$ cat src/rtl/mme_pkg.sv
// Shared constants, types and helpers for the matrix multiply engine.
// No dependencies; imported by every module of the engine.
`default_nettype none

package mme_pkg;

    // Geometry and number format
    localparam int MAX_DIM     = 8;
    localparam int DATA_WIDTH  = 32;
    localparam int FRAC_BITS   = 16;
    localparam int STORE_DEPTH = MAX_DIM * MAX_DIM;

    // Field and counter widths
    localparam int CFG_W     = 4;
    localparam int CFG_NUM   = 4;
    localparam int CFG_IDX_W = 2;
    localparam int IDX_W     = $clog2(MAX_DIM);
    localparam int ADDR_W    = $clog2(STORE_DEPTH);
    localparam int POS_W     = $clog2(STORE_DEPTH + 1);
    localparam int ROW_W     = 3;
    localparam int COL_W     = 3;

    // Accumulator: full product plus growth over MAX_DIM terms
    localparam int PROD_W  = 2 * DATA_WIDTH;
    localparam int ACC_W   = PROD_W + $clog2(MAX_DIM);
    localparam int SHIFT_W = ACC_W - FRAC_BITS;

    // Stream widths
    localparam int IN_DATA_W    = ((DATA_WIDTH + 7) / 8) * 8;
    localparam int OUT_FIELD_W  = ROW_W + COL_W + DATA_WIDTH;
    localparam int OUT_DATA_W   = ((OUT_FIELD_W + 7) / 8) * 8;
    localparam int OUT_USER_W   = 2;

    // Configuration register indexes
    typedef enum logic [CFG_IDX_W-1:0] {
        CFG_A_ROWS = 2'd0,
        CFG_A_COLS = 2'd1,
        CFG_B_ROWS = 2'd2,
        CFG_B_COLS = 2'd3
    } t_cfg_idx;

    // Store write request from the load side
    typedef struct packed {
        logic                   en;
        logic                   sel_b;
        logic [ADDR_W-1:0]      addr;
        logic [DATA_WIDTH-1:0]  data;
    } t_wr_req;

    // Store read request from the sequencer
    typedef struct packed {
        logic              en;
        logic [ADDR_W-1:0] a_addr;
        logic [ADDR_W-1:0] b_addr;
    } t_rd_req;

    // Tag that travels with each product term through the MAC
    typedef struct packed {
        logic vld;
        logic first;
        logic last;
    } t_tag;

    // Clamp a size register to the range 1..MAX_DIM
    function automatic logic [CFG_W-1:0] f_eff_dim(input logic [CFG_W-1:0] v);
        logic [CFG_W-1:0] r;
        r = v;
        if (v == '0) begin
            r = CFG_W'(1);
        end else if (v > CFG_W'(MAX_DIM)) begin
            r = CFG_W'(MAX_DIM);
        end
        return r;
    endfunction

endpackage

`default_nettype wire

$ cat src/rtl/mme_store.sv
// Element stores for matrices A and B: one write port, one registered read each.
// Depends on mme_pkg.
`default_nettype none

module mme_store (
    input  wire logic                           i_clk,
    input  wire mme_pkg::t_wr_req               i_wr,
    input  wire mme_pkg::t_rd_req               i_rd,
    output logic [mme_pkg::DATA_WIDTH-1:0]      o_a_q,
    output logic [mme_pkg::DATA_WIDTH-1:0]      o_b_q
);
    import mme_pkg::*;

    logic [DATA_WIDTH-1:0] r_a_mem [STORE_DEPTH];
    logic [DATA_WIDTH-1:0] r_b_mem [STORE_DEPTH];
    logic [DATA_WIDTH-1:0] r_a_q;
    logic [DATA_WIDTH-1:0] r_b_q;

    // Write the loaded element into its matrix
    always_ff @(posedge i_clk) begin
        if (i_wr.en) begin
            if (i_wr.sel_b) begin
                r_b_mem[i_wr.addr] <= i_wr.data;
            end else begin
                r_a_mem[i_wr.addr] <= i_wr.data;
            end
        end
    end

    // Read one A and one B element per cycle while the read request is enabled, registered
    always_ff @(posedge i_clk) begin
        if (i_rd.en) begin
            r_a_q <= r_a_mem[i_rd.a_addr];
            r_b_q <= r_b_mem[i_rd.b_addr];
        end
    end

    assign o_a_q = r_a_q;
    assign o_b_q = r_b_q;

endmodule

`default_nettype wire

$ cat config.mk
export PLATFORM = sky130hd
export DESIGN_NAME = mme_store
export DESIGN_NICKNAME = d
export VERILOG_FILES = /design/src/rtl/mme_pkg.sv /design/src/rtl/mme_store.sv
export SDC_FILE = /design/constraint.sdc
export NUM_CORES = 2
export LEC_CHECK = 0
export ABC_AREA = 1
export BUFFER_PORTS_ARGS = -buffer_cell sky130_fd_sc_hd__buf_2
export CAP_MARGIN = 0
export CORE_ASPECT_RATIO = 1.75
export CORE_MARGIN = 4
export CORE_UTILIZATION = 40
export CTS_CLUSTER_DIAMETER = 100
export DETAILED_ROUTE_END_ITERATION = 12
export GPL_TIMING_DRIVEN = 0
export PLACE_DENSITY_LB_ADDON = 0.05
export REMOVE_ABC_BUFFERS = 1
export SYNTH_ARGS = -nofsm -noshare
export SYNTH_HDL_FRONTEND = slang
export SYNTH_SLANG_ARGS = --single-unit
$ cat constraint.sdc
create_clock -name i_clk -period 3.3 [get_ports i_clk]
set_input_delay 0.165 -clock i_clk [delete_from_list [all_inputs] [get_ports i_clk]]
set_output_delay 0.165 -clock i_clk [all_outputs]
set_load 0.01 [all_outputs]
; ---- Word level (Yosys, flattened, before mapping)
; Memories as Yosys holds them, arrays and structs flattened. A register that Yosys moved wholly into a read port is not among the register bits.
; Cells that the tools add are included.
[totals]
register_bits = 0
ram_bits = 4096
input_bits = 54
output_inout_bits = 64
word_cells = 8
memories = 2
[memory_table]
columns = memory, depth, word_bits, read_ports, rd_ports_with_merged_regs, write_ports, line
row1 = r_a_mem, 64, 32, 1, 1, 1, mme_store.sv:14  ; logic [DATA_WIDTH-1:0] r_a_mem [STORE_DEPTH];
row2 = r_b_mem, 64, 32, 1, 1, 1, mme_store.sv:15  ; logic [DATA_WIDTH-1:0] r_b_mem [STORE_DEPTH];
[classes]
mux = 6
[ops]
columns = cell, n
row1 = 2-to-1 mux 1 bit, 6

; ---- Logic depth before layout (Yosys ltp)
[depth]
ltp_word = 3
depth_mapped = 13
depth_no_buf = 9

; ---- Least setup slack after synthesis
; Ideal clock, no wire load.
[synth_path]
path_kind = input-to-reg
startpoint = input i_wr[35] in the netlist's numbering
endpoint = memory r_a_mem[30][0] (enable)
setup_ns = 0.461
arrival_ns = 3.094
required_time_ns = 2.839
setup_slack_ns = -0.255
cell_stages = 4
path_buffers = 2
path_cell_list = clkbuf_1 > nand3_1 > clkbuf_1 > nor3_1
[synth_rtl]
columns = element, line
row1 = from (decl), mme_store.sv:7  ; input wire mme_pkg::t_wr_req i_wr,
row2 = to (decl), mme_store.sv:14
; No word-level cell before the write port.

==> results.sh <==
export IMPL_leakage_uw=0.0677
export IMPL_io_buffers=117
export IMPL_worstPathMaxFanout=106
export IMPL_place_gp_congestion=0.750
export IMPL_grt_max_degree=181
export IMPL_status="completed"
export IMPL_io_pins=118
export IMPL_timing_fmax_ghz=0.307
export IMPL_dpl_hpwl_mm=324
export IMPL_floorplan_initialDensity_pct=40.1
export IMPL_synth_area_leaders="edfxtp_1, nand3_1, nand2_1"
export IMPL_drtIter0Drc=10400
export IMPL_vias=109000
export IMPL_antenna_found_initial=25
export IMPL_grt_pass1_wl_mm=777
export IMPL_cts_path_max_buffers=4
export IMPL_start_kind="input port"
export IMPL_synth_seq_cells=4160
export IMPL_clk_latency_ns=0.93
export IMPL_wl_per_cell_um=28.1
export IMPL_dieHeight_um=861
export IMPL_synth_seq_area_share_pct=75.1
export IMPL_dp_cells=18900
export IMPL_setup_ws_ns=0.0420
export IMPL_worstMarginPinSlew_ns=1.43
export IMPL_rows=313
export IMPL_synth_area_leader_cell="edfxtp_1"
export IMPL_synthToLayoutAreaGrowth_pct=16.1
export IMPL_hp_class="input port to flop"
export IMPL_drv_cap=0
export IMPL_drive_gt1_share_pct=10.5
export IMPL_final_nets=13900
export IMPL_n_fill_cell=36500
export IMPL_synth_warnings=0
export IMPL_total_power_uw=112000
export IMPL_ys_types=14
export IMPL_criticalPathCategory="input port to flop"
export IMPL_hold_viol_final=0
export IMPL_final_min_clock_period_ns=3.26
export IMPL_wl_mm=552
export IMPL_drc=0
export IMPL_instances_no_fill=19700
export IMPL_end_kind="flop"
export IMPL_finalMaxSlewViolations=0
export IMPL_pre_cts_ws_ns=-3.10
export IMPL_cts_root_buffer="clkbuf_16"
export IMPL_cts_buffers_inserted=393
export IMPL_relSlewSlack_pct=4.34
export IMPL_cts_tree="built"
export IMPL_worstPathRequired_ns=3.95
export IMPL_grt_pass1_vias=104000
export IMPL_overflow=0
export IMPL_coreArea_um2=415000
export IMPL_syn_area_per_cell_um2=12.3
export IMPL_firstDrtPassIters=6
export IMPL_synth_area_um2=166000
export IMPL_h_tree_depth=5
export IMPL_die_x_um=495
export IMPL_design_area_um2=193000
export IMPL_crit_arrival_ns=3.91
export IMPL_rsz0062_at_grt="no"
export IMPL_peakVddDrop_uv=413
export IMPL_antenna_left=0
export IMPL_die_area_um2=427000
export IMPL_cts_clk_slew_worst_paths_ns=0.07
export IMPL_setup_viol=0
export IMPL_timing_final_crit_share_pct=98.7
export IMPL_synth_top_area_share_pct=75.1
export IMPL_placed_area_um2=179000
export IMPL_synthCells=13500
export IMPL_power_density_nw_per_um2=578
export IMPL_skew_ns=0.0260
export IMPL_via_per_inst=5.53
export IMPL_cts_num_sinks=4160
export IMPL_track_usage_pct=25.2
[layer usage]
layer,wire length [µm],vias to the layer above,track usage [%],part of all wire [%]
met5,85,-,0,0.015
met4,25300,14,10.2,4.6
met3,29600,817,2.74,5.4
met2,283000,3732,44.8,51
met1,214000,55300,31.4,39
li1,-,48900,-,-
[worst max-delay path: stages]
cell     delay (ns)
buf_16         0.22
inv_8          0.40
buf_16         0.41
buf_16         0.33
buf_16         0.38
nand3_1        0.14
nand3_1        0.12
nand3_1        0.12
nand3_1        0.35
nand2_1        0.30
nand2_1        0.24
nand2_1        0.16
[flip-flops by register name, indices dropped and copies added, names as in the netlist]
signal / flops
r_a_mem: 2048
o_b_q: 32
r_b_mem: 2048
o_a_q: 32
[repair_timing]
item                        CTS  global route
gates cloned                 30             3
setup buffers                 0             2
resized for setup            45             8
hold endpoints to repair   2253             0
hold buffers                 43             0
setup endpoints to repair    64            38
pin swaps                     0             1
[metrics by stage]
stage	utilization, %	TNS [ns]	hold WS (ns)
final	46.5	0	0.0627
after CTS	46.5	0	0.00879
after global routing	46.5	0	0.0619
after floorplan	-	-2608.93	0.264
after detailed placement	43.1	-263.82	0.578
after global placement	40.8	-	0.581
[area by class of cell]
class / instances / area [µm²] / area share (%)
sequential: 4160 / 125000 / 64.7
clock buffer: 476 / 10400 / 5.37
multi-input combinational: 8449 / 37500 / 19.4
timing repair inverter: 2 / 17.5 / 0.00907
clock inverter: 223 / 2200 / 1.14
inverter: 23 / 184 / 0.0953
timing repair buffer: 794 / 10900 / 5.67
tap: 5512 / 6900 / 3.57
antenna: 17 / 42.5 / 0.0220
[cells in the mapped netlist (all sizes together)]
cell    instances
nand2        4503
edfxtp       4160
nand3        3810
buf           730
clkbuf        184
nor3          116
inv            23
nor2           18
nand3b          2
[cells by family (layout without fill, tap and decap cells)]
| kind of cell | Yosys count | after routing | share of synthesized area, % |
|---|---|---|---|
| simple gates | 8449 | 8449 | 22.0 |
| flops | 4160 | 4160 | 75.1 |
| buf+inv | 937 | 1518 | 2.85 |
| other cells | 0 | 17 | 0 |
[placed cells by master (no fill, tap or decap), types with 7 or more instances in the layout]
master | Yosys | final
clkinv_1 | 0 | 89
inv_2 | 10 | 7
clkbuf_1 | 184 | 73
nand2_1 | 4503 | 4475
diode_2 | 0 | 17
dlygate4sd3_1 | 0 | 43
bufinv_16 | 0 | 44
clkinv_2 | 0 | 63
inv_6 | 0 | 9
bufbuf_16 | 0 | 26
nand3_1 | 3810 | 3796
nor3_2 | 0 | 109
nand3_2 | 0 | 14
buf_2 | 559 | 74
nand2_2 | 0 | 24
nor2_4 | 0 | 18
buf_6 | 41 | 443
buf_12 | 0 | 26
edfxtp_1 | 4160 | 4160
clkinvlp_4 | 0 | 15
buf_8 | 0 | 32
clkbuf_16 | 0 | 406
buf_4 | 57 | 41
buf_16 | 0 | 106
[power breakdown]
| part | internal [µW] | switching (µW) | leakage [µW] | total [µW] |
|---|---|---|---|---|
| registers | 58400 | 131 | 0.0375 | 58600 |
| clock network | 25700 | 19900 | 0.00612 | 45600 |
| logic | 1850 | 5580 | 0.0241 | 7420 |
| total | 86000 | 25600 | 0.0677 | 112000 |
[final timing paths]
path	start	to	slack, ns	cells after the start
max	i_rd[7]	o_a_q[15]	0.04	12
min	i_rd[3]	o_b_q[14]	0.06	6
max reg2reg	r_b_mem[17][24]	o_b_q[24]	1.06	8
min reg2reg	r_b_mem[40][29]	o_b_q[29]	0.88	8
(Power assumes the default switching activity.)
