--- config.mk ---
export PLATFORM = sky130hd
export DESIGN_NAME = mme_mac
export DESIGN_NICKNAME = d
export VERILOG_FILES = /design/src/rtl/mme_pkg.sv /design/src/rtl/mme_mac.sv
export SDC_FILE = /design/constraint.sdc
export NUM_CORES = 2
export LEC_CHECK = 0
export BUFFER_PORTS_ARGS = -buffer_cell sky130_fd_sc_hd__buf_2
export CAP_MARGIN = 20
export CORE_MARGIN = 1.5
export CORE_UTILIZATION = 40
export CTS_BUF_LIST = sky130_fd_sc_hd__clkbuf_2 sky130_fd_sc_hd__clkbuf_4 sky130_fd_sc_hd__clkbuf_8
export CTS_CLUSTER_SIZE = 14
export DETAILED_ROUTE_END_ITERATION = 6
export REMOVE_ABC_BUFFERS = 1
export SYNTH_ARGS = -nofsm -noshare
export SYNTH_HDL_FRONTEND = slang
export SYNTH_SLANG_ARGS = --single-unit
--- constraint.sdc ---
create_clock -name i_clk -period 11.4 [get_ports i_clk]
set_input_delay 0.57 -clock i_clk [delete_from_list [all_inputs] [get_ports i_clk]]
set_output_delay 0.57 -clock i_clk [all_outputs]
set_load 0.02 [all_outputs]
--- src/rtl/mme_pkg.sv ---
// Shared constants, types and helpers for the matrix multiply engine.
// No dependencies; imported by every module of the engine.
`default_nettype none

package mme_pkg;

    // Geometry and number format
    localparam int MAX_DIM     = 8;
    localparam int DATA_WIDTH  = 32;
    localparam int FRAC_BITS   = 16;
    localparam int STORE_DEPTH = MAX_DIM * MAX_DIM;

    // Field and counter widths
    localparam int CFG_W     = 4;
    localparam int CFG_NUM   = 4;
    localparam int CFG_IDX_W = 2;
    localparam int IDX_W     = $clog2(MAX_DIM);
    localparam int ADDR_W    = $clog2(STORE_DEPTH);
    localparam int POS_W     = $clog2(STORE_DEPTH + 1);
    localparam int ROW_W     = 3;
    localparam int COL_W     = 3;

    // Accumulator: full product plus growth over MAX_DIM terms
    localparam int PROD_W  = 2 * DATA_WIDTH;
    localparam int ACC_W   = PROD_W + $clog2(MAX_DIM);
    localparam int SHIFT_W = ACC_W - FRAC_BITS;

    // Stream widths
    localparam int IN_DATA_W    = ((DATA_WIDTH + 7) / 8) * 8;
    localparam int OUT_FIELD_W  = ROW_W + COL_W + DATA_WIDTH;
    localparam int OUT_DATA_W   = ((OUT_FIELD_W + 7) / 8) * 8;
    localparam int OUT_USER_W   = 2;

    // Configuration register indexes
    typedef enum logic [CFG_IDX_W-1:0] {
        CFG_A_ROWS = 2'd0,
        CFG_A_COLS = 2'd1,
        CFG_B_ROWS = 2'd2,
        CFG_B_COLS = 2'd3
    } t_cfg_idx;

    // Store write request from the load side
    typedef struct packed {
        logic                   en;
        logic                   sel_b;
        logic [ADDR_W-1:0]      addr;
        logic [DATA_WIDTH-1:0]  data;
    } t_wr_req;

    // Store read request from the sequencer
    typedef struct packed {
        logic              en;
        logic [ADDR_W-1:0] a_addr;
        logic [ADDR_W-1:0] b_addr;
    } t_rd_req;

    // Tag that travels with each product term through the MAC
    typedef struct packed {
        logic vld;
        logic first;
        logic last;
    } t_tag;

    // Clamp a size register to the range 1..MAX_DIM
    function automatic logic [CFG_W-1:0] f_eff_dim(input logic [CFG_W-1:0] v);
        logic [CFG_W-1:0] r;
        r = v;
        if (v == '0) begin
            r = CFG_W'(1);
        end else if (v > CFG_W'(MAX_DIM)) begin
            r = CFG_W'(MAX_DIM);
        end
        return r;
    endfunction

endpackage

`default_nettype wire

--- src/rtl/mme_mac.sv ---
// Shared multiply-accumulate unit: registered multiply, wide accumulate,
// floor to Q16.16 and saturate. Depends on mme_pkg.
`default_nettype none

module mme_mac (
    input  wire logic                           i_clk,
    input  wire logic                           i_rst_n,
    input  wire mme_pkg::t_tag                  i_tag,
    input  wire logic [mme_pkg::DATA_WIDTH-1:0] i_a,
    input  wire logic [mme_pkg::DATA_WIDTH-1:0] i_b,
    output logic                                o_done,
    output logic [mme_pkg::DATA_WIDTH-1:0]      o_sum,
    output logic                                o_sat
);
    import mme_pkg::*;

    t_tag                     r_rd_tag;
    t_tag                     r_pr_tag;
    logic signed [PROD_W-1:0] r_prod;
    logic signed [ACC_W-1:0]  r_acc;
    logic                     r_done;

    logic signed [ACC_W-1:0]   prod_ext;
    logic signed [SHIFT_W-1:0] floored;
    logic [SHIFT_W-DATA_WIDTH:0] top_bits;
    logic                      fits;

    // Align tags with the store read data, then with the product
    always_ff @(posedge i_clk) begin
        if (!i_rst_n) begin
            r_rd_tag <= '0;
            r_pr_tag <= '0;
            r_done   <= 1'b0;
        end else begin
            r_rd_tag <= i_tag;
            r_pr_tag <= r_rd_tag;
            r_done   <= r_pr_tag.vld && r_pr_tag.last;
        end
    end

    // Multiply one term
    always_ff @(posedge i_clk) begin
        if (r_rd_tag.vld) begin
            r_prod <= $signed(i_a) * $signed(i_b);
        end
    end

    assign prod_ext = {{(ACC_W-PROD_W){r_prod[PROD_W-1]}}, r_prod};

    // Accumulate exact products; restart on the first term
    always_ff @(posedge i_clk) begin
        if (r_pr_tag.vld) begin
            if (r_pr_tag.first) begin
                r_acc <= prod_ext;
            end else begin
                r_acc <= r_acc + prod_ext;
            end
        end
    end

    // Floor away the fraction, then clip to the data width
    assign floored  = SHIFT_W'(r_acc >>> FRAC_BITS);
    assign top_bits = floored[SHIFT_W-1:DATA_WIDTH-1];
    assign fits     = (top_bits == '0) || (top_bits == '1);

    always_comb begin
        if (fits) begin
            o_sum = floored[DATA_WIDTH-1:0];
        end else if (floored[SHIFT_W-1]) begin
            o_sum = {1'b1, {(DATA_WIDTH-1){1'b0}}};
        end else begin
            o_sum = {1'b0, {(DATA_WIDTH-1){1'b1}}};
        end
    end

    assign o_sat  = !fits;
    assign o_done = r_done;

endmodule

`default_nettype wire

=== After elaboration in Yosys (flattened, before gate mapping) ===
Index checks and enable logic that the tools add are counted.

* Add/sub/neg operators: 1
* Multipliers: 1
* Eq/ne operators: 1
* Multiplexer cells: 3
* Reduce and logical (&&, ||, !) cells: 4

{| class="wikitable"
|+ Operators by type and width
! kind !! number
|-
| 67-bit by 64-bit adder with 67-bit output || 1
|-
| 67-bit 2-to-1 mux || 1
|-
| 32-bit by 32-bit multiplier with 64-bit output || 1
|-
| 32-bit 2-to-1 mux || 2
|-
| 20-bit equality test, second input constant || 1
|-
| 20-bit logical NOT || 1
|-
| 1-bit logical AND || 1
|-
| 1-bit logical NOT || 1
|-
| 1-bit logical OR || 1
|}

* Bits in registers: 138
* Input bits: 69
* Output and inout port bits: 34
* Logic and storage cells: 19

=== Logic depth before layout (Yosys ltp) ===
* Depth in word-level cells: 3
* Depth in mapped cells: 32
* Mapped depth without buffers: 31

=== Least setup slack after synthesis ===
OpenSTA, ideal clock, no wires.

* Path kind: input to register
* Start: in i_a[31] (netlist name)
* End: reg r_prod[63], data pin
* Setup time: 260 ps
* Arrival time: 8411 ps
* Required time: 11140 ps
* Setup slack: 2730 ps
* Cell stages on the path: 27
* Buffers on the path: 1
* Cell sequence: clkbuf_1 > nand2_1 > inv_1 > fa_1 > inv_1 > fa_1 > fa_1 > inv_1 > fa_1 > inv_1 > fa_1 > inv_1 > fa_1 > fa_1 > fa_1 > ha_1 > a21o_1 > a21o_1 > a21o_1 > a21o_1 > a221o_1 > a21oi_1 > o21ai_0 > or4_1 > a21oi_1 > a21oi_1 > xnor2_1

* Longest elaborated chain between the ends: 1

{| class="wikitable"
|+ Ends and longest elaborated chain
! what !! RTL line !! text
|-
| start: declaration || mme_mac.sv:9 || <nowiki>input wire logic [mme_pkg::DATA_WIDTH-1:0] i_a,</nowiki>
|-
| 32-bit by 32-bit multiplier with 64-bit output || mme_mac.sv:44 || <nowiki>r_prod <= $signed(i_a) * $signed(i_b);</nowiki>
|-
| end signal: assignment || mme_mac.sv:44 ||
|-
| end: declaration || mme_mac.sv:19 || <nowiki>logic signed [PROD_W-1:0] r_prod;</nowiki>
|}

Every way passes these cells.
A chain may end at the register's enable or synchronous reset.

=== Final worst setup path ===
Same ends and word-level chain as after synthesis.

==> results.md <==
* DR iter-0 viols at around 2000
* Main synth FF type: edfxtp_1
* Resized cells post-CTS at 0
* Reg2Reg Depth at 14
* Final WS setup at 2040 ps
* Die Wd at 338 um
* Final Wtd Congestion at between 0.8 and 0.9
* Share of layout cells above drive strength 1 at under 10%
* Vias at 31473
* WP data required at between 10000 and 15000 ps
* DIE HEIGHT at between 300 and 400 um
* Clk_lat worst skew at roughly 480 ps
* Startpoint Class: input port
* Core Area at between 100000 and 150000 um^2
* First-pass DRT Iterations at 5
* Final Hold Vio Count at 0
* Count of final setup violators at 0
* Outcome: complete, no violations
* CTS tree: yes
* Post-synthesis sequential area ratio at 9.07%
* Clk root buf: clkbuf_8
* Row count at around 120
* Slowest library cell on the worst path: fa_1
* CP max stage delay at between 800 and 900 ps
* Die area at between 100000 and 150000 um^2
* Worst-margin pin slew at roughly 1100 ps
* Final-stage net count at ~6000
* Crit-path leading delay family: adder cells
* R2r setup slk at 7300 ps
* R2R Path End: r_acc[64]
* Clock buffer depth at 2
* Synth unique cells at 85
* TNS Setup at 0 ps
* Pins Over Slew Limit at 0
* Min-Delay Endpoint: r_rd_tag[2]
* Clk sink count at about 140
* Clk_skew at 23.4 ps
* Max-Cap Viols at 0
* Initial antenna violation count at 11
* Worst Hold Class: input port to flop
* IO Pins at 103
* Register bit total from synthesis at roughly 140
* Hold buffers post-CTS at 0
* GR Overflow Total at 0
* Mean Syn Cell Area at roughly 9.5 um^2
* Setup WS pre-CTS at 1480 ps
* Number of global-route vias before repair at approximately 35000
* First-pass GRT wire length at about 200 mm
* Tcrit/Tclk final at roughly 82%
* RSZ-0062 raised after global routing: no
* Total Routed Length at between 100 and 150 mm
* # port buffers at between 100 and 150
* Inserted Clock Buffers at 17
* Worst-path maximum fanout at 32
* R2r startpoint: r_prod[0]
* Initial Util at between 40 and 50%
* Synth-to-Final Area Change at 4.70%
* CP most frequent cell: fa_1
* Ranking of synthesized cells by area: fa_1, edfxtp_1, inv_1
* Post-detail-place hpwl at ~98 mm
* Most area-hungry cell type in the Yosys netlist: fa_1
* Endpoint class of the critical path: flop
* DR WL/cell at between 15 and 20 um
* Antenna viol nets, final at 0
* Worst Path Buf+Inv at 6
* Synth warnings at 0
* FMAX at 107 MHz
* Mapped cell area at ~45000 um^2
* Total track usage at between 20% and 30%
* H-tree depth at 4
* Critical Path AT at 9590 ps
* Number of setup buffers added after CTS at 0
* Largest net degree at the start of global routing at 115
* Synth top area share at around 48%
* Clock slew at the register clock pins of the worst setup and hold paths at about 90 ps
* Via density at between 5 and 6
* Drt drc at 0
* Syn Inst Count at 4750
* Crit Path Category: input port to flop
* Async set-reset flop share out of synthesis at 0%
* Number of flops mapped to enable cells by yosys at between 100 and 150
* Cell count of the worst hold path at 2
* Min Clock Period, post-route at between 9000 and 10000 ps
* Rel. slew slack at 27.2%
* Hold_sp: i_tag[2]
-- metal layers --
layer / track usage, % / wire length, um / vias to the layer above
li1: - / - / 14024
met1: 29.7 / 51800 / 16314
met2: 37.4 / 57500 / 930
met3: 4.34 / 8740 / 193
met4: 6.58 / 3660 / 12
met5: 0 / 93 / -
-- how the worst max path moves through the flow --
stage / start / to / slack, ps / cells after the start
after floorplan: i_a[31] / r_prod[63] / 2950 / 26
after detailed placement: i_a[31] / r_prod[63] / 1480 / 27
after global routing: i_a[31] / r_prod[63] / 1550 / 27
after CTS: i_a[31] / r_prod[63] / 1980 / 27
after global placement: i_a[31] / r_prod[63] / 1660 / 27
final: i_a[31] / r_prod[63] / 2040 / 27
-- synth_stat cells, types with 3 or more instances --
master / number
ha_1: 250
nor4_1: 6
dfxtp_1: 7
a211oi_2: 4
nand2_1: 601
nor3_1: 14
a21o_1: 68
nand3_1: 22
o21ai_1: 7
nor2b_1: 16
or4_1: 3
o2111ai_1: 4
inv_1: 1040
xnor2_1: 80
o31ai_1: 6
nor2_1: 89
nand2b_1: 22
a31oi_1: 13
edfxtp_1: 131
nand4_1: 20
clkbuf_1: 226
fa_1: 1083
a31o_2: 4
o21a_1: 17
and3_1: 17
a2111o_1: 3
xor2_1: 54
mux2_2: 5
o211ai_1: 7
o21ai_0: 152
a21o_2: 3
a211oi_1: 12
and2_1: 535
buf_2: 8
or3_1: 6
o21bai_1: 19
a21oi_1: 129
or2_2: 6
-- area by class of cell --
| class | instances | area, um^2 |
|---|---|---|
| Sequential cell | 138 | 4080 |
| Antenna cell | 2 | 5.00 |
| Tap cell | 1488 | 1860 |
| Timing Repair Buffer | 135 | 758 |
| Multi-Input combinational cell | 3332 | 36000 |
| Fill cell | 10887 | 64000 |
| Inverter | 1041 | 3910 |
| Clock inverter | 15 | 161 |
| Clock buffer | 17 | 234 |
-- flip-flops by register name, indices dropped and copies added (netlist names) --
register	flops
r_pr_tag	3
r_acc	67
o_done	1
r_prod	64
r_rd_tag	3
-- cell families (layout without fill, tap and decap cells) --
kind of cell | after synthesis | in the layout | synth area share, %
adders and majority gates | 1333 | 1333 | 55.3
muxes | 7 | 7 | 0.170
buffers and inverters | 1280 | 1208 | 10.8
AOI/OAI and AO/OA | 488 | 488 | 6.88
DFF | 138 | 138 | 9.07
and+or+nand+nor | 1370 | 1370 | 15.3
other | 0 | 2 | 0
xor gates and xnor gates | 134 | 134 | 2.61
-- cell usage in the layout, fill, tap and decap left out, types with 12 or more instances in the layout --
master	count
nand2b_1	22
nor2_1	89
nand3_1	22
o21a_1	17
nand4_1	20
ha_1	250
xnor2_1	80
edfxtp_1	131
buf_2	102
clkbuf_8	17
a211oi_1	12
a21o_1	68
inv_1	1040
o21ai_0	152
fa_1	1083
nor2b_1	16
o21bai_1	19
xor2_1	54
a31oi_1	12
and2_1	535
nand2_1	601
a21oi_1	129
nor3_1	14
buf_4	33
and3_1	17
-- per-stage QoR --
stage | cells | util [%] | area [um^2] | hold slack (ps)
2_1_floorplan | 4511 | - | 44000 | 412
3_3_place_gp | 6134 | 42.0 | 46600 | 415
3_5_place_dp | 6134 | 42.0 | 46600 | 422
4_1_cts | 6166 | 42.4 | 47000 | 265
5_1_grt | 6166 | 42.4 | 47000 | 278
6_report | 6168 | 42.4 | 47000 | 298
Power is not shown: default switching activity piles up to over one toggle a cycle in this logic, so the estimate is an artifact.
