**src/rtl/mme_pkg.sv**
```systemverilog
// Shared constants, types and helpers for the matrix multiply engine.
// No dependencies; imported by every module of the engine.
`default_nettype none

package mme_pkg;

    // Geometry and number format
    localparam int MAX_DIM     = 8;
    localparam int DATA_WIDTH  = 32;
    localparam int FRAC_BITS   = 16;
    localparam int STORE_DEPTH = MAX_DIM * MAX_DIM;

    // Field and counter widths
    localparam int CFG_W     = 4;
    localparam int CFG_NUM   = 4;
    localparam int CFG_IDX_W = 2;
    localparam int IDX_W     = $clog2(MAX_DIM);
    localparam int ADDR_W    = $clog2(STORE_DEPTH);
    localparam int POS_W     = $clog2(STORE_DEPTH + 1);
    localparam int ROW_W     = 3;
    localparam int COL_W     = 3;

    // Accumulator: full product plus growth over MAX_DIM terms
    localparam int PROD_W  = 2 * DATA_WIDTH;
    localparam int ACC_W   = PROD_W + $clog2(MAX_DIM);
    localparam int SHIFT_W = ACC_W - FRAC_BITS;

    // Stream widths
    localparam int IN_DATA_W    = ((DATA_WIDTH + 7) / 8) * 8;
    localparam int OUT_FIELD_W  = ROW_W + COL_W + DATA_WIDTH;
    localparam int OUT_DATA_W   = ((OUT_FIELD_W + 7) / 8) * 8;
    localparam int OUT_USER_W   = 2;

    // Configuration register indexes
    typedef enum logic [CFG_IDX_W-1:0] {
        CFG_A_ROWS = 2'd0,
        CFG_A_COLS = 2'd1,
        CFG_B_ROWS = 2'd2,
        CFG_B_COLS = 2'd3
    } t_cfg_idx;

    // Store write request from the load side
    typedef struct packed {
        logic                   en;
        logic                   sel_b;
        logic [ADDR_W-1:0]      addr;
        logic [DATA_WIDTH-1:0]  data;
    } t_wr_req;

    // Store read request from the sequencer
    typedef struct packed {
        logic              en;
        logic [ADDR_W-1:0] a_addr;
        logic [ADDR_W-1:0] b_addr;
    } t_rd_req;

    // Tag that travels with each product term through the MAC
    typedef struct packed {
        logic vld;
        logic first;
        logic last;
    } t_tag;

    // Clamp a size register to the range 1..MAX_DIM
    function automatic logic [CFG_W-1:0] f_eff_dim(input logic [CFG_W-1:0] v);
        logic [CFG_W-1:0] r;
        r = v;
        if (v == '0) begin
            r = CFG_W'(1);
        end else if (v > CFG_W'(MAX_DIM)) begin
            r = CFG_W'(MAX_DIM);
        end
        return r;
    endfunction

endpackage

`default_nettype wire

```
**src/rtl/mme_seq.sv**
```systemverilog
// Product sequencer: walks rows, columns and the inner index, feeds the MAC,
// and holds the output stream register. Depends on mme_pkg.
`default_nettype none

module mme_seq (
    input  wire logic                           i_clk,
    input  wire logic                           i_rst_n,
    input  wire logic                           i_start,
    input  wire logic                           i_mismatch,
    input  wire logic [mme_pkg::CFG_W-1:0]      i_a_rows,
    input  wire logic [mme_pkg::CFG_W-1:0]      i_a_cols,
    input  wire logic [mme_pkg::CFG_W-1:0]      i_b_cols,
    input  wire logic                           i_mac_done,
    input  wire logic [mme_pkg::DATA_WIDTH-1:0] i_mac_sum,
    input  wire logic                           i_mac_sat,
    input  wire logic                           i_m_tready,
    output logic                                o_idle,
    output mme_pkg::t_rd_req                    o_rd,
    output mme_pkg::t_tag                       o_tag,
    output logic                                o_m_tvalid,
    output logic [mme_pkg::OUT_DATA_W-1:0]      o_m_tdata,
    output logic [mme_pkg::OUT_USER_W-1:0]      o_m_tuser,
    output logic                                o_m_tlast
);
    import mme_pkg::*;

    typedef enum logic [2:0] {
        S_IDLE,
        S_ISSUE,
        S_DRAIN,
        S_PUSH,
        S_ERR
    } t_state;

    t_state                r_state,   n_state;
    logic [IDX_W-1:0]      r_i,       n_i;
    logic [IDX_W-1:0]      r_j,       n_j;
    logic [IDX_W-1:0]      r_k,       n_k;
    logic [ADDR_W-1:0]     r_a_base,  n_a_base;
    logic [ADDR_W-1:0]     r_b_addr,  n_b_addr;
    logic                  r_out_vld, n_out_vld;
    logic [ROW_W-1:0]      r_out_row, n_out_row;
    logic [COL_W-1:0]      r_out_col, n_out_col;
    logic [DATA_WIDTH-1:0] r_out_val, n_out_val;
    logic                  r_out_sat, n_out_sat;
    logic                  r_out_err, n_out_err;
    logic                  r_out_last, n_out_last;

    logic slot_free;
    logic k_last;
    logic j_last;
    logic i_last;

    assign slot_free = !r_out_vld || i_m_tready;
    assign k_last    = CFG_W'(r_k) == (i_a_cols - CFG_W'(1));
    assign j_last    = CFG_W'(r_j) == (i_b_cols - CFG_W'(1));
    assign i_last    = CFG_W'(r_i) == (i_a_rows - CFG_W'(1));

    // Issue one A/B read pair per cycle while walking the inner index
    always_comb begin
        o_rd.en     = (r_state == S_ISSUE);
        o_rd.a_addr = r_a_base + ADDR_W'(r_k);
        o_rd.b_addr = r_b_addr;
        o_tag.vld   = (r_state == S_ISSUE);
        o_tag.first = (r_k == '0);
        o_tag.last  = k_last;
    end

    // Next-state and output register logic
    always_comb begin
        n_state    = r_state;
        n_i        = r_i;
        n_j        = r_j;
        n_k        = r_k;
        n_a_base   = r_a_base;
        n_b_addr   = r_b_addr;
        n_out_vld  = r_out_vld && !i_m_tready;
        n_out_row  = r_out_row;
        n_out_col  = r_out_col;
        n_out_val  = r_out_val;
        n_out_sat  = r_out_sat;
        n_out_err  = r_out_err;
        n_out_last = r_out_last;

        case (r_state)
            S_IDLE: begin
                if (i_start) begin
                    n_i      = '0;
                    n_j      = '0;
                    n_k      = '0;
                    n_a_base = '0;
                    n_b_addr = '0;
                    n_state  = i_mismatch ? S_ERR : S_ISSUE;
                end
            end
            S_ISSUE: begin
                n_k      = r_k + IDX_W'(1);
                n_b_addr = r_b_addr + ADDR_W'(i_b_cols);
                if (k_last) begin
                    n_state = S_DRAIN;
                end
            end
            S_DRAIN: begin
                if (i_mac_done) begin
                    n_state = S_PUSH;
                end
            end
            S_PUSH: begin
                if (slot_free) begin
                    n_out_vld  = 1'b1;
                    n_out_row  = ROW_W'(r_i);
                    n_out_col  = COL_W'(r_j);
                    n_out_val  = i_mac_sum;
                    n_out_sat  = i_mac_sat;
                    n_out_err  = 1'b0;
                    n_out_last = i_last && j_last;
                    n_k        = '0;
                    // Advance to the next product element, row-major
                    if (j_last) begin
                        n_j      = '0;
                        n_i      = r_i + IDX_W'(1);
                        n_a_base = r_a_base + ADDR_W'(i_a_cols);
                        n_b_addr = '0;
                    end else begin
                        n_j      = r_j + IDX_W'(1);
                        n_b_addr = ADDR_W'(r_j) + ADDR_W'(1);
                    end
                    n_state = (i_last && j_last) ? S_IDLE : S_ISSUE;
                end
            end
            S_ERR: begin
                if (slot_free) begin
                    n_out_vld  = 1'b1;
                    n_out_row  = '0;
                    n_out_col  = '0;
                    n_out_val  = '0;
                    n_out_sat  = 1'b0;
                    n_out_err  = 1'b1;
                    n_out_last = 1'b1;
                    n_state    = S_IDLE;
                end
            end
            default: begin
                n_state = S_IDLE;
            end
        endcase
    end

    // Hold state, counters and the output register
    always_ff @(posedge i_clk) begin
        if (!i_rst_n) begin
            r_state   <= S_IDLE;
            r_out_vld <= 1'b0;
        end else begin
            r_state   <= n_state;
            r_out_vld <= n_out_vld;
        end
        r_i        <= n_i;
        r_j        <= n_j;
        r_k        <= n_k;
        r_a_base   <= n_a_base;
        r_b_addr   <= n_b_addr;
        r_out_row  <= n_out_row;
        r_out_col  <= n_out_col;
        r_out_val  <= n_out_val;
        r_out_sat  <= n_out_sat;
        r_out_err  <= n_out_err;
        r_out_last <= n_out_last;
    end

    assign o_idle     = (r_state == S_IDLE);
    assign o_m_tvalid = r_out_vld;
    assign o_m_tdata  = {{(OUT_DATA_W-OUT_FIELD_W){1'b0}}, r_out_val, r_out_col, r_out_row};
    assign o_m_tuser  = {r_out_err, r_out_sat};
    assign o_m_tlast  = r_out_last;

endmodule

`default_nettype wire
```
**config.mk**
```make
export PLATFORM = sky130hd
export DESIGN_NAME = mme_seq
export DESIGN_NICKNAME = d
export VERILOG_FILES = /design/src/rtl/mme_pkg.sv /design/src/rtl/mme_seq.sv
export SDC_FILE = /design/constraint.sdc
export NUM_CORES = 1
export LEC_CHECK = 0
export BUFFER_PORTS_ARGS = -buffer_cell sky130_fd_sc_hd__clkbuf_2
export CORE_MARGIN = 5
export CORE_UTILIZATION = 57
export CTS_BUF_LIST = sky130_fd_sc_hd__clkbuf_8
export DETAILED_ROUTE_END_ITERATION = 7
export HOLD_SLACK_MARGIN = 0.12
export PLACE_DENSITY = 0.89
export REMOVE_ABC_BUFFERS = 1
export SYNTH_ARGS = -nofsm -noshare
export SYNTH_HDL_FRONTEND = slang
export SYNTH_SLANG_ARGS = --single-unit
```
**constraint.sdc**
```tcl
create_clock -name i_clk -period 6.86 [get_ports i_clk]
set_clock_uncertainty 0.05 [all_clocks]
set_input_delay 1.372 -clock i_clk [delete_from_list [all_inputs] [get_ports i_clk]]
set_output_delay 1.372 -clock i_clk [all_outputs]
set_load 0.01 [all_outputs]
```
# Word-level counts from Yosys, hierarchy flattened
# Cells that the tools add are included.
[classes]
addsub = 10
n_eq_ne = 13
n_mux = 39
n_reduce_logical = 16
[op_table]
columns = ["operator", "count"]
rows = [
  ["2-to-1 mux 32 bit", 2],
  ["case mux 32 bit (2 select lines)", 1],
  ["2-to-1 mux 3 bit", 13],
  ["2-to-1 mux 6 bit", 4],
  ["case mux 3 bit (2 select lines)", 4],
  ["case mux 6 bit (3 select lines)", 1],
  ["case mux 3 bit (5 select lines)", 1],
  ["adder 6 x 4 -> 6 bit", 2],
  ["equality test 3 x 4 -> 1 bit", 3],
  ["case mux 6 bit (2 select lines)", 1],
  ["subtractor 4 x 1 -> 4 bit (second input constant)", 3],
  ["inequality test 2 bit (second input constant)", 5],
  ["adder 3 x 1 -> 3 bit (second input constant)", 3],
  ["case mux 3 bit (3 select lines)", 1],
  ["AND reduction 3 bit", 3],
  ["2-to-1 mux 1 bit", 7],
  ["adder 6 x 3 -> 6 bit", 1],
  ["equality test 3 x 2 -> 1 bit (second input constant)", 2],
  ["logical NOT 3 bit", 2],
  ["case mux 1 bit (2 select lines)", 3],
  ["AND reduction 5 bit", 1],
  ["adder 3 x 1 -> 4 bit (second input constant)", 1],
  ["2-to-1 mux 4 bit", 1],
  ["AND reduction 4 bit", 1],
  ["other kinds (9)", 12],
]
[word_totals]
ff_bits = 66
inputBits = 51
output_inout_bits = 61
wordCells = 91

# Longest topological paths before layout
[logic_depth]
word_depth = 6
mapped_depth = 8
depth_no_buf = 8

# Least setup slack after synthesis
# Ideal clock, no wire load.
[synth_path]
path_type = "input to register"
startpoint = "input port i_m_tready"
endpoint = "register r_out_last (netlist: o_m_tlast), enable pin"
setup_ns = 0.502
t_arrival_ns = 4.591
required_ns = 6.308
slack_ns = 1.716
path_stages = 2
n_path_buf = 0
cell_sequence = "nand2b_1 -> a21boi_0"
[synth_via]
elab_chain_len = 3
word_cells_on_any_way = 4
classes_between = "eq/ne (2); reduce/logical (2)"
[synth_lines]
columns = ["element", "line_no", "source"]
rows = [
  ["start: declaration", "mme_seq.sv:16", "input wire logic i_m_tready,"],
  ["logical OR 1 bit *", "mme_seq.sv:54", "assign slot_free = !r_out_vld || i_m_tready;"],
  ["inequality test 2 bit (no source line)", "-", ""],
  ["AND reduction 3 bit (no source line) *", "-", ""],
  ["end signal: assignment", "mme_seq.sv:168", "r_out_last <= n_out_last;"],
  ["end: declaration", "mme_seq.sv:47", "logic r_out_last, n_out_last;"],
]
# Mark *: on every way between the ends. The rest lies on a longest branch, timed or not.
# A chain may end at the register's enable or synchronous reset.

==> key figures <==
Status
  – Status: complete, no violations

Placed design
  – Routability congestion estimate: 0.851
  – HPWL after DPL: between 5000 and 6000 um
  – Port Buf Inserts: 109
  – Placed cell count: 449

Critical path
  – Most frequent cell on the critical path: clkbuf_2
  – Top delay family on crit path: simple AND/OR/NAND/NOR gates
  – Critical Path Source Type: primary input
  – Critical Path Max Stage Delay: around 0.44 ns
  – Worst Path Required: 5.44 ns
  – Critical path endpoint category: output pin
  – WS Path Type: in2out
  – Worst EP arrival: 2.64 ns
  – CP Max Fanout: 4
  – CP Buf/Inv Count: 3
  – Slowest stage cell on the critical path: nor4_2
  – Crit-path cells: clkbuf_2, inv_1, ha_1, xnor2_1, nor4_2, clkbuf_2

STA
  – Part of the cycle the worst path needs: 59.2%
  – RSZ-0062 raised after global routing: false
  – F_max: 0.246 GHz
  – Setup TNS Final: 0 ns
  – Final hold vios: 0
  – WHS: 0.551 ns
  – Slew Limit Fails: 0
  – Final setup fails: 0
  – Slew @ Worst Pin: 1.09 ns
  – Final min period: a little over 4 ns
  – Slew margin rel.: 27.2%

Clocking
  – Root Buffer: clkbuf_8
  – Clock-pin slew on the worst setup and hold paths: about 0.07 ns
  – Hold-fix buffers, CTS: 0
  – Later-pin clock latency in the skew report: 0.33 ns
  – CTS Buf Count: 9
  – H-tree levels: 3
  – CTS max path bufs: 2
  – Setup bufs post-CTS: 0
  – CTS sink cnt: 66
  – Resized cells post-CTS: 0
  – CTS tree: built

Detailed routing
  – Drt via density: 5.17
  – Routed Antenna Nets: 0
  – Vias: 2402
  – DR WL/cell: 15.8 um
  – DRT Pass-1 Iters: 4
  – Routed wire length: 7330 um
  – DRC: 0
  – Number of DRC markers in iteration 0: 99

Global route
  – Global-route total usage across every layer: 19.7%
  – Remaining global-route overflow: 0
  – Largest net degree at the start of global routing: 44
  – First-pass GRT wire length: 11300 um
  – Initial antenna violation count: 0
  – Vias in the first global route: 2343

Synthesis
  – Count leader, synth: edfxtp_1
  – Top cells by area, synth: edfxtp_1 55%, and2_1 7.7%, ha_1 6.6%, xnor2_1 4.6%, dfxtp_1 2.3%
  – Ys Warns: 0
  – Number of synthesized flops with an enable pin: 62
  – Synth Cell Area: 3410 um^2
  – Seq cells post-synth: 66
  – Post-synth top area cell: edfxtp_1
  – Most frequent cells after synthesis: 62 x edfxtp_1, 42 x and2_1, 20 x inv_1
  – Seq/Total Area, Yosys: 56.9%
  – Top cell type's share of synthesized area: 54.5%
  – Post-synth top flop: edfxtp_1
  – Cells after synthesis: 277
  – Distinct cell type count after synthesis: 44
  – Avg Cell Area, Syn: around 12 um^2
  – Fraction of registers with async set/reset: 0%

Finish
  – Area Overhead vs Synth: 23.2%
  – # fillers: between 400 and 500
  – Final cell count without fillers: 465
  – Layout Utilization: 71.4%
  – Diode count: 0
  – # nets final: 457
  – Layout cell share with drive strength beyond 1: 34.4%

Die
  – Initial core utilization: 58.0%
  – Die height: between 80 and 90 um
  – Core region area: 5890 um^2
  – Rows: 28
  – DIE AREA: 7640 um^2
  – Die width: 87.4 um
  – Ports: 112

Power
  – Leakage power: around 0.0019 uW
  – Pwr dens: 293 nW/um^2
  – VDD IR-drop max: 0.226 mV

Worst hold path
  – Hold Crit Class: reg2reg

Job
  – Max Cap Viol: 0
worst reg2reg max path: cells and delay by family (launching register included):
kind	cells	cell delay, ns
AO/OA/AOI/OAI	2	0.41
AND/OR/NAND/NOR	2	1.21
multiplexers	1	0.14
flip-flops	1	0.59
registers in the layout (all words and copies together), names as in the netlist, 3 cells and up:
signal and flops:
r_out_val 32, r_a_base 6, r_j 3, r_out_col 3, r_out_row 3, r_b_addr 6
r_k 3, r_state 3, r_i 3
area by class of cell:
cell class	count	area, um^2	share of cell area, %
multi-input cells	177	1320	31.3
well taps	75	93.8	2.23
repair buffers	111	561	13.3
inverters	20	75.1	1.79
flip-flops and latches	66	1940	46.2
clock inverters	7	93.8	2.23
clock buffers	9	124	2.95
routing by layer:
metal | vias to the layer above | track usage (%) | part of all wire (%)
li1 | 1175 | - | -
met1 | 1115 | 25.6 | 43
met2 | 104 | 32.2 | 47
met3 | 8 | 5.68 | 9.0
met4 | 0 | 5.44 | 1.1
met5 | - | 0 | 0
worst paths after layout:
| check | to | startpoint | cells past startpoint | slack, ns |
|---|---|---|---|---|
| max reg2reg | r_state[0] | r_state[1] | 5 | 4.34 |
| max | o_tag[0] | i_a_cols[0] | 6 | 2.80 |
| min | r_state[2] | r_state[2] | 2 | 0.55 |
| min reg2reg | r_state[2] | r_state[2] | 2 | 0.55 |
kinds of logic (layout without fill, tap and decap cells):
| kind of cell | after synthesis | count (layout) | synth area share (%) |
|---|---|---|---|
| adders and majority gates | 21 | 21 | 8.36 |
| AOI/OAI and AO/OA | 36 | 36 | 7.33 |
| muxes | 2 | 2 | 0.587 |
| DFF | 66 | 66 | 56.9 |
| xor gates and xnor gates | 25 | 25 | 6.41 |
| and+or+nand+nor | 91 | 91 | 15.3 |
| other | 1 | 2 | 0.110 |
| buffers and inverters | 35 | 147 | 4.99 |
through the flow:
stage / worst slack (ns) / power (uW) / area [um^2]
floorplan: 1.72 / 763 / 3320
global placement: 2.87 / 873 / 3990
detailed placement: 2.81 / 885 / 3990
CTS: 2.80 / 1240 / 4210
global route: 2.64 / 1300 / 4210
finish: 2.80 / 1230 / 4210
report_power, final:
part | switching (uW) | internal, uW | total (uW)
Clock | 150 | 204 | 354
Sequential | 39.2 | 516 | 556
Combinational | 178 | 143 | 321
cells in the final DEF, fill, tap and decap left out, types with 4 or more instances in the layout:
cell type,n
clkbuf_2,109
edfxtp_1,62
and2_1,42
inv_1,20
nor2_1,18
xnor2_1,18
ha_1,18
a21oi_1,10
a21o_1,9
clkbuf_8,9
nand2_1,8
xor2_1,7
o21ai_0,4
dfxtp_1,4
Note: power is estimated with default switching activity, not from simulation.
